<file path="config.mk">
export PLATFORM = sky130hd
export DESIGN_NAME = rmq_fifo
export DESIGN_NICKNAME = d
export VERILOG_FILES = /design/src/rtl/core/rmq_pkg.sv /design/src/rtl/core/rmq_fifo.sv
export SDC_FILE = /design/constraint.sdc
export NUM_CORES = 1
export LEC_CHECK = 0
export ABC_AREA = 0
export BUFFER_PORTS_ARGS = -buffer_cell sky130_fd_sc_hd__buf_2
export CAP_MARGIN = 20
export CELL_PAD_IN_SITES_DETAIL_PLACEMENT = 0
export CELL_PAD_IN_SITES_GLOBAL_PLACEMENT = 1
export CORE_MARGIN = 1
export CORE_UTILIZATION = 40
export CTS_CLUSTER_SIZE = 8
export DETAILED_ROUTE_END_ITERATION = 16
export GPL_ROUTABILITY_DRIVEN = 0
export PLACE_DENSITY_LB_ADDON = 0.1
export SYNTH_ARGS = -nofsm -noshare
export SYNTH_HDL_FRONTEND = slang
export SYNTH_SLANG_ARGS = --single-unit
</file>
<file path="constraint.sdc">
create_clock -name clk_i -period 1.5 [get_ports clk_i]
set_input_delay 0.3 -clock clk_i [delete_from_list [all_inputs] [get_ports clk_i]]
set_output_delay 0.3 -clock clk_i [all_outputs]
set_load 0.02 [all_outputs]
</file>
<file path="src/rtl/core/rmq_pkg.sv">
// rmq_pkg: shared constants and width helpers for the rotation-matrix to quaternion block.
// No dependencies.
package rmq_pkg;

  localparam int unsigned DATA_W        = 16;
  localparam int unsigned FRAC_BITS_DEF = 14;
  // quotient bits produced by the divider; larger quotients saturate
  localparam int unsigned QUOT_W        = 17;
  localparam int unsigned FIFO_DEPTH    = 2;

  // signed width that holds t and every component for a given fraction width
  function automatic int unsigned rmq_t_w(input int unsigned frac);
    return ((frac > 17) ? frac : 17) + 3;
  endfunction

  // number of root bits of isqrt(t << frac)
  function automatic int unsigned rmq_root_w(input int unsigned frac);
    return (rmq_t_w(frac) + frac + 1) / 2;
  endfunction

endpackage

</file>
<file path="src/rtl/core/rmq_fifo.sv">
// rmq_fifo: short queue between the classify front and the arithmetic back.
// Depends on rmq_pkg.
module rmq_fifo #(
  parameter int unsigned W = 8
) (
  input  logic         clk_i,
  input  logic         rst_ni,
  input  logic         push_valid_i,
  output logic         push_ready_o,
  input  logic [W-1:0] push_data_i,
  output logic         pop_valid_o,
  input  logic         pop_ready_i,
  output logic [W-1:0] pop_data_o
);
  import rmq_pkg::*;

  localparam int unsigned PW = $clog2(FIFO_DEPTH);
  localparam int unsigned CW = $clog2(FIFO_DEPTH + 1);

  logic [W-1:0]  mem_q [0:FIFO_DEPTH-1];
  logic [PW-1:0] wptr_q, wptr_d, rptr_q, rptr_d;
  logic [CW-1:0] cnt_q, cnt_d;
  logic          push, pop;

  assign push_ready_o = (cnt_q != CW'(FIFO_DEPTH));
  assign pop_valid_o  = (cnt_q != '0);
  assign push         = push_valid_i && push_ready_o;
  assign pop          = pop_valid_o && pop_ready_i;
  assign pop_data_o   = mem_q[rptr_q];

  always_comb begin
    wptr_d = push ? ((wptr_q == PW'(FIFO_DEPTH - 1)) ? '0 : wptr_q + 1'b1) : wptr_q;
    rptr_d = pop  ? ((rptr_q == PW'(FIFO_DEPTH - 1)) ? '0 : rptr_q + 1'b1) : rptr_q;
    cnt_d  = cnt_q + CW'(push) - CW'(pop);
  end

  always_ff @(posedge clk_i or negedge rst_ni) begin
    if (!rst_ni) begin
      wptr_q <= '0;
      rptr_q <= '0;
      cnt_q  <= '0;
    end else begin
      wptr_q <= wptr_d;
      rptr_q <= rptr_d;
      cnt_q  <= cnt_d;
    end
  end

  always_ff @(posedge clk_i) begin
    if (push) begin
      mem_q[wptr_q] <= push_data_i;
    end
  end
endmodule

</file>
==> results of run 1 <==
==> worst max-delay path by stage <==
stage               slack (ns)  depth (start not counted)               endpoint               start
floorplan                 0.10                          3  mem_q[0][0]$_DFFE_PP_  cnt_q[0]$_DFF_PN0_
global placement           0.1                          2          pop_data_o[5]  rptr_q$_DFFE_PN0P_
detailed placement        0.09                          2          pop_data_o[5]  rptr_q$_DFFE_PN0P_
CTS                      -0.09                          3          pop_data_o[4]  rptr_q$_DFFE_PN0P_
global route             -0.13                          3          pop_data_o[5]  rptr_q$_DFFE_PN0P_
finish                   -0.08                          3          pop_data_o[5]  rptr_q$_DFFE_PN0P_
==> cell families (layout without fill, tap and decap cells) <==
| family | after synthesis | in the layout | synth area share, % |
|---|---|---|---|
| AO/OA/AOI/OAI | 3 | 3 | 3.71 |
| XOR/XNOR | 3 | 3 | 3.25 |
| adder cells (fa/ha/maj) | 1 | 1 | 1.55 |
| buffers and inverters | 1 | 34 | 0.618 |
| flip-flops | 20 | 20 | 71.7 |
| multiplexers | 8 | 8 | 11.1 |
| AND/OR/NAND/NOR | 11 | 11 | 8.04 |
==> cells in the final DEF, fill, tap and decap left out, types with 2 or more instances in the layout <==
cell type   n
xnor2_1     3
nand2_1     2
dfrtp_2     3
nor2_1      2
clkbuf_4    3
edfxtp_1   16
buf_6      11
buf_2      12
mux2_2      7
buf_4       6
==> critical path: cells and delay by family, from the launching register on <==
family                 cells  cell delay, ns
flip-flops                 1            0.44
multiplexers               1            0.30
buffers and inverters      2            0.26
==> metrics by stage <==
| stage | hold slack, ns | power, mW | setup slack, ns |
|---|---|---|---|
| floorplan | 0.00441 | 1.40 | 0.101 |
| global placement | 0.118 | 1.63 | 0.0960 |
| detailed placement | 0.120 | 1.63 | 0.0947 |
| CTS | 0.176 | 2.13 | -0.0883 |
| global route | 0.166 | 2.31 | -0.130 |
| finish | 0.186 | 2.18 | -0.0829 |
==> flip-flops by register name, summed over array words and instances, names as in the netlist <==
name,count
cnt_q,2
mem_q,16
rptr_q,1
wptr_q,1
==> repair_timing <==
| action | CTS | global route |
|---|---|---|
| hold buffers | 1 | 0 |
| endpoints found under the setup margin | 9 | 9 |
| pin swaps | 1 | 0 |
| buffers inserted | 4 | 3 |
| resized for setup | 22 | 3 |
| endpoints found under the hold margin | 4 | 0 |
==> report_power, final <==
group / switching (mW) / internal (mW) / total (mW)
Sequential: 0.0835 / 0.783 / 0.866
Clock: 0.152 / 0.0968 / 0.249
Combinational: 0.471 / 0.597 / 1.07
==> layer usage <==
layer	track usage (%)	wire (um)
met1	16.8	571
met2	23.1	666
met3	4.62	45
met4	6.86	0
met5	0	0
==> layout make-up <==
| class | count | area, sq um | area share, % |
|---|---|---|---|
| clock buffer | 3 | 22.5 | 2.03 |
| clock inverter | 1 | 3.75 | 0.338 |
| multi-input combinational | 26 | 230 | 20.7 |
| sequential | 20 | 584 | 52.6 |
| tap | 25 | 31.3 | 2.82 |
| timing repair buffer | 30 | 239 | 21.5 |
==> results.toml, run 1 <==
[die]
initial_core_util_pct = 44.9
die_y_um = 47.0
die_area_sq_um = 2210
io_pins = 22
die_x_um = 47.0
fp-row-count = 15
core_area_sq_um = 1800

[clocking]
cts_root_buffer = "clkbuf_4"
numCtsBuffers = 3
cts.sinks = 20
cts_tree = "done"
htree_levels = 1
clock_latency_ns = 0.29
clkTransAtPathRegs_ns = 0.10
cts_buffer_depth = 2

[synthesis]
ys_async_sr_fraction_pct = 20.0
ys_types = 17
post-synth-top-count-cell = "edfxtp_1"
synth_area_leaders = "edfxtp_1 59%, dfrtp_1 12%, mux2_2 11%, xnor2_1 3.2%, nor4bb_2 2.0%"
synth_nets = 60
avgSynthCellArea_sq_um = 17.2
seq_area_frac_synth_pct = 71.7
synth_top_cell_area_share_pct = 59.4
synth_edf_count = 16
synth_warnings = 0
synthFlopType = "edfxtp_1"
syn_area_sq_um = 810
post-synth-top-area-cell = "edfxtp_1"
netlist_top_cells_count = "16 x edfxtp_1, 8 x mux2_2, 4 x dfrtp_1, 3 x nor2_1, 3 x xnor2_1"
ys_ff_latch = 20
syn_inst = 47

[timing]
worst_pin_slew_ns = 0.395
drv_slew = 0
setup_tns_ns = -0.571
setup_violations = 8
fmax_ghz = 0.632
setup_ws_ns = -0.0829
fin_skew_ns = 0.00235
slew_headroom_pct = 73.6
rsz0062_at_grt = "yes"
min_period_ns = 1.58
period_share_pct = 106
finalHoldViolations = 0

[final_layout]
fillers = 148
fin_area_sq_um = 1110
fin_cells = 105
drive_gt1_share_pct = 57.5
fin_util_pct = 61.7
syn_to_final_growth_pct = 37.2
nets = 94
diodes = 0

[critical_path]
crit_top_cell = "buf_6"
reg2reg_slack_ns = 0.16
reg2reg_to = "cnt_q[1]$_DFF_PN0_"
reg2regPathDepth = 6
cp_cell_sequence = "buf_6 -> mux2_4 -> buf_6"
r2r-start = "cnt_q[1]$_DFF_PN0_"
slowest_delay_ns = 0.44
critPathLaunchType = "register"
path_max_fanout = 3
cp.required_ns = 1.20
crit_type = "reg -> out"
slowest_stage = "dfrtp_2"
endpoint_kind = "primary output"
crit_arrival_ns = 1.28

[power_and_ir_drop]
ir_drop_v = 0.00111
power_density_nw_per_um2 = 1970
p_leak_nw = 0.446

[min_path]
holdPathStages = 1
hp-class = "in -> reg"
min_from = "push_data_i[7]"
hold_end = "mem_q[1][7]$_DFFE_PP_"

[placed_design]
port_buffers = 21
place_inst = 94
place_area_sq_um = 958
hpwlAfterDp_um = 854

[global_route]
grt_pass1_vias = 460
grt_pass1_wl_um = 2000
grt_use_total_pct = 14.1
grt_max_degree = 12
grt_overflow = 0
antenna_found_initial = 0

[route]
drt_first_pass_iters = 3
via_per_inst = 4.73
drc_errors = 0
vias = 497
antenna_left = 0
drt_iter0_drc = 13
routed_wl_um = 1280
wl_per_cell_um = 12.2

[flow_run]
maxCapViolCount = 0

[status]
outcome = "complete, but fails checks"
violations = "negative setup slack"
(Power assumes the default switching activity.)
==> run 2: changes to the inputs <==
--- a/config.mk
+++ b/config.mk
@@ -19,3 +19,4 @@
 export SYNTH_ARGS = -nofsm -noshare
 export SYNTH_HDL_FRONTEND = slang
 export SYNTH_SLANG_ARGS = --single-unit
+export TNS_END_PERCENT = 30
==> run 2 against run 1 <==
Effect of this change: the run still ends with negative setup slack left; worst setup slack improved by 0.0052 ns; core utilization decreased by 1.5 points; sequential share of layout area increased by 1.0 points; critical endpoint is now pop_data_o[1]; global-route usage increased by 0.16 points; non-clock buffer count decreased by 1; sequential power decreased by 2%.
==> results.toml, run 2 (synthesis results as in run 1) <==
[die]
initial_core_util_pct = 44.9
core_area_sq_um = 1800
fp-row-count = 15
die_x_um = 47.0
die_area_sq_um = 2210
die_y_um = 47.0
io_pins = 22

[clocking]
cts_buffer_depth = 2
clock_latency_ns = 0.29
cts.sinks = 20
numCtsBuffers = 3
clkTransAtPathRegs_ns = 0.11
htree_levels = 1
cts_tree = "done"
cts_root_buffer = "clkbuf_4"

[final_layout]
largest_reg_flops = 16
top_regs = "mem_q x16, cnt_q x2"
fin_area_sq_um = 1080
fin_util_pct = 60.2
syn_to_final_growth_pct = 34.0
fin_cells = 104
layout_commonest_cell = "edfxtp_1"
nets = 93
top_register = "mem_q"
drive_gt1_share_pct = 54.4
mostFrequentLayoutCells = "16 x edfxtp_1, 14 x buf_2, 9 x buf_6"
diodes = 0

[timing]
setup_ws_ns = -0.0777
worst_pin_slew_ns = 0.396
slew_headroom_pct = 73.6
fmax_ghz = 0.634
period_share_pct = 105
rsz0062_at_grt = "yes"
setup_tns_ns = -0.593
finalHoldViolations = 0
min_period_ns = 1.58
fin_hold_ws_ns = 0.185
fin_skew_ns = 0.00294
drv_slew = 0
setup_violations = 9

[flow_run]
maxCapViolCount = 0

[placed_design]
pre_cts_slack_ns = 0.0947
place_area_sq_um = 958
hpwlAfterDp_um = 854
place_inst = 94
port_buffers = 21

[critical_path]
critPathBufInv = 2
reg2regPathDepth = 2
cp.required_ns = 1.20
cp_cell_sequence = "buf_6 -> mux2_2 -> buf_2"
critPathLaunchType = "register"
critPathTopFamily = "flip-flops"
path_max_fanout = 3
crit_arrival_ns = 1.28
crit_type = "reg -> out"
critPathLaunch = "rptr_q$_DFFE_PN0P_"
path_depth = 3
reg2reg_slack_ns = 0.16
r2r-start = "cnt_q[1]$_DFF_PN0_"
cp-endpoint = "pop_data_o[1]"
reg2reg_to = "mem_q[1][6]$_DFFE_PP_"
slowest_delay_ns = 0.40
endpoint_kind = "primary output"
slowest_stage = "dfrtp_2"

[min_path]
min_from = "push_data_i[7]"
hp-class = "in -> reg"

[route]
wl_per_cell_um = 12.0
drc_errors = 0
via_per_inst = 4.75
antenna_left = 0
drt_first_pass_iters = 3
vias = 494
drt_iter0_drc = 11
routed_wl_um = 1250

[power_and_ir_drop]
p_int_mw = 1.42
power_density_nw_per_um2 = 1950
p_leak_nw = 0.434
p_comb_share_pct = 47.8
design_power_total_mw = 2.11
pwr-share-clk_pct = 11.8
p_sw_uw = 693
ir_drop_v = 0.00103
seq_power_share_pct = 40.4
p_sw_share_pct = 32.8

[status]
violations = "negative setup slack"
outcome = "complete, but fails checks"

[global_route]
grt_overflow = 0
grt_pass1_wl_um = 2040
grt_pass1_vias = 472
antenna_found_initial = 0
grt_use_total_pct = 14.3
grt_max_degree = 12
-- run 2: final cells by class --
class | instances | area, sq um
clock buffers | 3 | 22.5
multi-input cells | 26 | 226
clock inverters | 1 | 3.75
fillers | 151 | 717
flip-flops and latches | 20 | 582
repair buffers | 29 | 219
well taps | 25 | 31.3
-- run 2: routing by layer --
layer / vias up / global-route usage [%] / part of all wire (%)
li1: 239 / - / -
met1: 239 / 17.1 / 45
met2: 16 / 23.3 / 52
met3: 0 / 4.62 / 3.6
met4: 0 / 6.86 / 0
met5: - / 0 / 0
-- run 2: worst min-delay path by stage --
stage	endpoint	slack, ns	depth (start not counted)
after floorplan	cnt_q[0]$_DFF_PN0_	0.004	0
after global routing	mem_q[0][0]$_DFFE_PP_	0.17	1
final	mem_q[1][7]$_DFFE_PP_	0.19	1
after global placement	wptr_q$_DFFE_PN0P_	0.12	1
after CTS	mem_q[1][7]$_DFFE_PP_	0.18	1
after detailed placement	wptr_q$_DFFE_PN0P_	0.12	1
-- run 2: power by group through the flow --
stage          Combinational [mW]  Clock [mW]  Sequential, mW
4_1_cts                      1.00       0.259           0.852
5_1_grt                      1.09       0.281           0.871
3_3_place_gp                0.734           0           0.895
3_5_place_dp                0.737           0           0.897
6_report                     1.01       0.249           0.852
2_1_floorplan               0.554           0           0.847
-- run 2: repair_timing --
action | in CTS | in global routing
resized for setup | 18 | 0
hold buffers | 1 | 0
endpoints found under the setup margin | 9 | 9
setup buffers | 4 | 1
endpoints found under the hold margin | 4 | 0
