--- src/rtl/core/rmq_pkg.sv ---
// rmq_pkg: shared constants and width helpers for the rotation-matrix to quaternion block.
// No dependencies.
package rmq_pkg;

  localparam int unsigned DATA_W        = 16;
  localparam int unsigned FRAC_BITS_DEF = 14;
  // quotient bits produced by the divider; larger quotients saturate
  localparam int unsigned QUOT_W        = 17;
  localparam int unsigned FIFO_DEPTH    = 2;

  // signed width that holds t and every component for a given fraction width
  function automatic int unsigned rmq_t_w(input int unsigned frac);
    return ((frac > 17) ? frac : 17) + 3;
  endfunction

  // number of root bits of isqrt(t << frac)
  function automatic int unsigned rmq_root_w(input int unsigned frac);
    return (rmq_t_w(frac) + frac + 1) / 2;
  endfunction

endpackage

--- src/rtl/core/rmq_if.sv ---
// rmq_if: valid/ready channel interfaces for matrix beats and quaternion beats.
// Depends on nothing but fixed 16-bit field widths.
interface rmq_mat_if;
  logic               valid;
  logic               ready;
  logic signed [15:0] m00, m01, m02, m10, m11, m12, m20, m21, m22;
  modport source (output valid, m00, m01, m02, m10, m11, m12, m20, m21, m22, input ready);
  modport sink   (input valid, m00, m01, m02, m10, m11, m12, m20, m21, m22, output ready);
endinterface


--- src/rtl/core/rmq_front.sv ---
// rmq_front: registers a matrix beat, picks the Shepperd branch, forms t and the four
// unscaled components. Depends on rmq_pkg and rmq_mat_if.
module rmq_front #(
  parameter int unsigned FRAC_BITS = rmq_pkg::FRAC_BITS_DEF,
  parameter int unsigned EW        = 1 + 5 * rmq_pkg::rmq_t_w(FRAC_BITS)
) (
  input  logic          clk_i,
  input  logic          rst_ni,
  rmq_mat_if.sink       mat_i,
  output logic          push_valid_o,
  input  logic          push_ready_i,
  output logic [EW-1:0] push_data_o
);
  import rmq_pkg::*;

  localparam int unsigned TW = rmq_t_w(FRAC_BITS);

  logic                 vld_q, vld_d;
  logic signed [TW-1:0] a00, a01, a02, a10, a11, a12, a20, a21, a22, one;
  logic signed [TW-1:0] t, c0, c1, c2, c3;
  logic [EW-1:0]        data_q;

  assign mat_i.ready = !vld_q || push_ready_i;

  always_comb begin
    a00 = TW'(mat_i.m00); a01 = TW'(mat_i.m01); a02 = TW'(mat_i.m02);
    a10 = TW'(mat_i.m10); a11 = TW'(mat_i.m11); a12 = TW'(mat_i.m12);
    a20 = TW'(mat_i.m20); a21 = TW'(mat_i.m21); a22 = TW'(mat_i.m22);
    one = TW'(1) <<< FRAC_BITS;
    if (a22 < 0) begin
      if (a00 > a11) begin
        t  = one + a00 - a11 - a22;
        c0 = a21 - a12; c1 = t; c2 = a10 + a01; c3 = a02 + a20;
      end else begin
        t  = one - a00 + a11 - a22;
        c0 = a02 - a20; c1 = a10 + a01; c2 = t; c3 = a21 + a12;
      end
    end else begin
      if (a00 < -a11) begin
        t  = one - a00 - a11 + a22;
        c0 = a10 - a01; c1 = a02 + a20; c2 = a21 + a12; c3 = t;
      end else begin
        t  = one + a00 + a11 + a22;
        c0 = t; c1 = a21 - a12; c2 = a02 - a20; c3 = a10 - a01;
      end
    end
  end

  always_comb begin
    vld_d = vld_q;
    if (mat_i.valid && mat_i.ready) begin
      vld_d = 1'b1;
    end else if (push_ready_i) begin
      vld_d = 1'b0;
    end
  end

  always_ff @(posedge clk_i or negedge rst_ni) begin
    if (!rst_ni) begin
      vld_q <= 1'b0;
    end else begin
      vld_q <= vld_d;
    end
  end

  always_ff @(posedge clk_i) begin
    if (mat_i.valid && mat_i.ready) begin
      data_q <= {(t <= 0), t, c0, c1, c2, c3};
    end
  end

  assign push_valid_o = vld_q;
  assign push_data_o  = data_q;
endmodule

--- src/flat_wrapper.sv ---
// flat-port wrapper written by rule: the top's interface ports become plain ports
module rmq_front_flat import rmq_pkg::*;
#(
  parameter int unsigned FRAC_BITS = rmq_pkg::FRAC_BITS_DEF,
  parameter int unsigned EW        = 1 + 5 * rmq_pkg::rmq_t_w(FRAC_BITS)
)
  (clk_i, rst_ni, push_valid_o, push_ready_i, push_data_o, mat_i_valid, mat_i_m00, mat_i_m01, mat_i_m02, mat_i_m10, mat_i_m11, mat_i_m12, mat_i_m20, mat_i_m21, mat_i_m22, mat_i_ready);
  rmq_mat_if mat_i_i ();
  input  logic clk_i;
  input  logic rst_ni;
  output logic push_valid_o;
  input  logic push_ready_i;
  output logic [EW-1:0] push_data_o;
  input wire logic [$bits(mat_i_i.valid)-1:0] mat_i_valid;
  input wire logic [$bits(mat_i_i.m00)-1:0] mat_i_m00;
  input wire logic [$bits(mat_i_i.m01)-1:0] mat_i_m01;
  input wire logic [$bits(mat_i_i.m02)-1:0] mat_i_m02;
  input wire logic [$bits(mat_i_i.m10)-1:0] mat_i_m10;
  input wire logic [$bits(mat_i_i.m11)-1:0] mat_i_m11;
  input wire logic [$bits(mat_i_i.m12)-1:0] mat_i_m12;
  input wire logic [$bits(mat_i_i.m20)-1:0] mat_i_m20;
  input wire logic [$bits(mat_i_i.m21)-1:0] mat_i_m21;
  input wire logic [$bits(mat_i_i.m22)-1:0] mat_i_m22;
  output wire logic [$bits(mat_i_i.ready)-1:0] mat_i_ready;
  assign mat_i_i.valid = mat_i_valid;
  assign mat_i_i.m00 = mat_i_m00;
  assign mat_i_i.m01 = mat_i_m01;
  assign mat_i_i.m02 = mat_i_m02;
  assign mat_i_i.m10 = mat_i_m10;
  assign mat_i_i.m11 = mat_i_m11;
  assign mat_i_i.m12 = mat_i_m12;
  assign mat_i_i.m20 = mat_i_m20;
  assign mat_i_i.m21 = mat_i_m21;
  assign mat_i_i.m22 = mat_i_m22;
  assign mat_i_ready = mat_i_i.ready;
  rmq_front #(.FRAC_BITS(FRAC_BITS), .EW(EW)) u_core (.clk_i(clk_i), .rst_ni(rst_ni), .mat_i(mat_i_i), .push_valid_o(push_valid_o), .push_ready_i(push_ready_i), .push_data_o(push_data_o));
endmodule
--- config.mk ---
export PLATFORM = sky130hd
export DESIGN_NAME = rmq_front_flat
export DESIGN_NICKNAME = d
export VERILOG_FILES = /design/src/rtl/core/rmq_pkg.sv /design/src/rtl/core/rmq_if.sv /design/src/rtl/core/rmq_front.sv /design/src/flat_wrapper.sv
export SDC_FILE = /design/constraint.sdc
export NUM_CORES = 1
export LEC_CHECK = 0
export ABC_CLOCK_PERIOD_IN_PS = 8800
export BUFFER_PORTS_ARGS = -buffer_cell sky130_fd_sc_hd__buf_2
export CAP_MARGIN = 30
export CORE_UTILIZATION = 30
export DETAILED_ROUTE_END_ITERATION = 8
export MAX_ROUTING_LAYER = met4
export PLACE_DENSITY = 0.46
export SYNTH_ARGS = -nofsm -noshare
export SYNTH_HDL_FRONTEND = slang
export SYNTH_SLANG_ARGS = --single-unit
--- constraint.sdc ---
create_clock -name clk_i -period 8.8 [get_ports clk_i]
set_clock_uncertainty 0.15 [all_clocks]
set_input_delay 0.88 -clock clk_i [delete_from_list [all_inputs] [get_ports clk_i]]
set_output_delay 0.88 -clock clk_i [all_outputs]
set_load 0.01 [all_outputs]
==> results.md <==
GRT:
- Global routing finished with a remaining overflow of 0.
- The number of global-route vias before repair was 16.64k.
- The initial antenna violation count is 1.
- The largest net degree at the start of global routing is 93.
- In the global route stage, overall resource usage came out at 22.07%.
- The global-route wire length before repair is 97960 um.

Die:
- The number of placement rows is 88.
- In this run the vertical extent of the chip is 243.8 um.
- The horizontal extent of the die is 243.8 um.
- For this configuration, the core starts out at a cell density of 30.41%.
- The total area inside the core boundary comes to 57700 um2.
- For this design the top-level I/O count stands at 251.
- The die outline area is 59460 um2.

Critical path:
- Traced cell by cell, the critical path runs through buf_2 > inv_1 > nand4_1 > nor2_1 > nand3_1 > or4_1 > nand2b_1 > xnor2_1 > ha_1 > nand4_1 > nor4_1 > o211ai_1 > o21ai_1 > nor2_4 > buf_4 > nor2_8 > a221oi_1 > or4_1 > or4_1 > o41ai_2.
- STA puts the critical path data arrival time at 6.76 ns.
- The startpoint-to-endpoint class of the critical path is in -> reg.
- The startpoint identified for the worst register-to-register timing path is u_core.push_valid_o.
- For flop-to-flop paths, the worst setup slack is 6.42 ns.
- The worst setup path is launched from a primary input.
- In this design, the critical path's most frequently occurring cell is or4_1.
- The sort of element at the end of the critical path is a flop.
- The worst register-to-register path has a depth of 3.
- For this run, the slowest stage of the critical path takes 0.57 ns.
- The maximum fanout encountered on the critical timing path is 21.
- Data on the critical path is required at its endpoint by 8.85 ns.
- The largest individual stage delay along the critical path comes from the cell or4_1.
- The worst register-to-register path ends at u_core.push_data_o[66].

Cells and area:
- Leaving out fill and tap cells, the most frequent cell in the layout is ha_1.
- Leaving out fill and tap cells, the most frequent cells in the layout are ha_1 (264), buf_2 (249), nand2_1 (235), inv_1 (191), nor2_1 (186).
- The share of layout cells above drive strength 1 is 13.12%.
- The net total in the final layout is 2875.
- The growth of design area from synthesis to finish is 12.39%.

STA:
- The number of hold-slack violations in the final timing report is 0.
- Setup repair after global routing left no endpoint under its margin.
- Setup violations remaining at the end of the flow were counted as 0.
- The worst-margin pin slew is 0.9681 ns.
- In the final timing run, aggregate negative setup slack is 0 ns.
- The worst slew margin relative to its limit is 35.46%.
- After layout, the minimum clock period comes to 6.708 ns.
- Based on the critical path, the design can be clocked at up to 149.1 MHz.
- The number of max-slew violations in the final report came to 0.
- The final cycle utilization of the critical path is 76.22%.

Power and ir drop:
- The power density of the placed cells is 165.4 nW/um2.
- IR analysis of the VDD net gives a maximum drop of 71.89 uV.
- The total leakage power is 0.008889 uW.
- The total power is 3263 uW.

Routing:
- The count of nets left with antenna violations once routing finished came out at 0.
- The residual DRC count is 0.
- For this block, the via count after detailed routing is 16.99k.
- The average via count per standard cell is 5.276.
- The wire length per cell is 20.27 um.
- The iteration count of the initial detailed-routing pass is 6.
- Wires add up to 65270 um.
- After the first detailed-routing iteration, the DRC count stood at 1036.

CTS:
- Hold repair after CTS inserted 0 buffers.
- The buffers inserted during post-CTS setup optimization is 0.
- The maximum clock insertion buffer count is 2.
- The number of sinks driven by the clock tree is 102.
- Clock-pin slew was measured on the worst setup and hold paths at 0.08 ns.
- The CTS tree is yes.
- The number of instances resized during post-cts repair is 0.
- The number of clock buffers added by TritonCTS is 9.
- The tree is rooted in a clkbuf_16.
- The source-to-sink clock delay at the later pin of the worst-skew pair is 0.38 ns.
- The number of H-tree branching levels is 3.

Synthesis:
- The number of nets in the synthesized netlist is 2697.
- Counting flops with an async set or reset pin after synthesis yields a share of 0.9804%.
- The flip-flop and latch count after synthesis is 102.
- In this run the cell area of the synthesized design comes to 17550 um2.
- The synthesized netlist cell count is 2271.
- During synthesis, Yosys emitted a total of 0 warnings.
- The unique cell type count in the Yosys netlist is 93.
- The sequential share of the synthesized area is 17.43%.
- The count of flip-flops with a built-in enable after synthesis is 101.
- The most used flip-flop cell after synthesis is edfxtp_1.
- The average instance area after synthesis is 7.726 um2.

Job:
- The tool flagged a number of max-cap violations equal to 0.

Status:
- The flow ran to the end, and the final reports show no timing, DRC or antenna violations.

Place:
- The weighted congestion at the end of routability-driven global placement is 0.9332.
- The HPWL after detailed placement is 54540 um.
- The count of buffers added on input and output ports is 250.

Worst hold path:
- The tightest min-delay check is of the in -> async type.
[per-stage QoR]
step / util, % / cells / cell area, um2 / hold WS [ns] / worst slack, ns
floorplan: - / 2271 / 17550 / 0.4344 / 2.993
global placement: 33.67 / 3203 / 19430 / 0.3524 / 1.627
detailed placement: 33.67 / 3203 / 19430 / 0.3803 / 1.618
CTS: 34.18 / 3219 / 19720 / 0.09295 / 2.008
global route: 34.18 / 3220 / 19720 / 0.1014 / 1.778
finish: 34.18 / 3220 / 19720 / 0.1051 / 2.092
[final cells by class]
class,instances,area [um2]
Multi-Input combinational cell,1885,13370
Fill cell,6157,37970
Inverter,192,720.7
Timing Repair Buffer,259,1321
Clock buffer,9,225.2
Clock inverter,7,67.56
Sequential cell,102,3058
Tap cell,765,957.2
Antenna cell,1,2.502
[synth_stat cells (9+ instances only)]
cell / instances / area share (%)
ha_1: 264 / 19
nand2_1: 236 / 5.0
inv_1: 192 / 4.1
nor2_1: 186 / 4.0
a21oi_1: 174 / 5.0
xnor2_1: 145 / 7.2
o21ai_0: 116 / 3.3
edfxtp_1: 101 / 17
nor3_1: 68 / 1.9
clkbuf_1: 62 / 1.3
xor2_1: 62 / 3.1
a211oi_1: 50 / 2.1
a21o_1: 42 / 1.8
a31oi_1: 41 / 1.5
nand3_1: 41 / 1.2
nor2b_1: 37 / 1.3
nand2b_1: 36 / 1.3
o21bai_1: 32 / 1.4
and3_1: 26 / 0.93
o211ai_1: 22 / 0.94
o21a_1: 18 / 0.77
o31ai_1: 17 / 0.73
buf_1: 16 / 0.34
mux2i_1: 16 / 0.91
nor4_1: 15 / 0.53
fa_1: 14 / 1.6
or3_1: 14 / 0.50
nand4_1: 13 / 0.46
a21boi_0: 12 / 0.51
o21ai_1: 12 / 0.34
a221oi_1: 10 / 0.50
nor3b_1: 10 / 0.43
or4_1: 10 / 0.43
a211o_1: 9 / 0.45
and2_1: 9 / 0.32
or2_2: 9 / 0.32
[cells by family after synthesis]
logic type,Yosys count,share of synthesized area [%]
multiplexers,19,1.105
flip-flops,102,17.43
adder cells (fa/ha/maj),278,20.42
XOR/XNOR,208,10.49
AO/OA/AOI/OAI,644,24.12
buffers and inverters,284,6.517
AND/OR/NAND/NOR,736,19.92
[worst max-delay path by stage]
stage / from / end / slack, ns
global placement: mat_i_m11[4] / u_core.push_data_o[100] / 1.63
finish: mat_i_m11[3] / u_core.push_data_o[100] / 2.09
detailed placement: mat_i_m11[3] / u_core.push_data_o[100] / 1.62
floorplan: mat_i_m00[1] / u_core.push_data_o[100] / 2.99
CTS: mat_i_m11[3] / u_core.push_data_o[100] / 2.01
global route: mat_i_m00[1] / u_core.push_data_o[100] / 1.78
[state kept, by name, indices dropped and copies added (netlist names)]
name                 flops
u_core.push_valid_o      1
u_core.push_data_o     101
[metal layers]
layer | up-vias | wire (um) | track usage [%]
met5 | - | 0 | -
met4 | 0 | 1035 | 4.504
met3 | 48 | 2574 | 1.344
met2 | 450 | 29950 | 35.68
met1 | 8036 | 31710 | 30.25
li1 | 8456 | - | -
[power breakdown]
group	total, uW	internal (uW)	switching (uW)
Clock	416	199	217
Sequential	686	651	34.5
Combinational	2160	802	1360
Total	3260	1650	1610
[critical path, delay by kind of cell]
family	cells	cell delay (ns)
AO/OA/AOI/OAI	4	1.21
XOR/XNOR	1	0.16
adder cells (fa/ha/maj)	1	0.31
buffers and inverters	3	0.59
AND/OR/NAND/NOR	11	3.57
(Power assumes the default switching activity.)
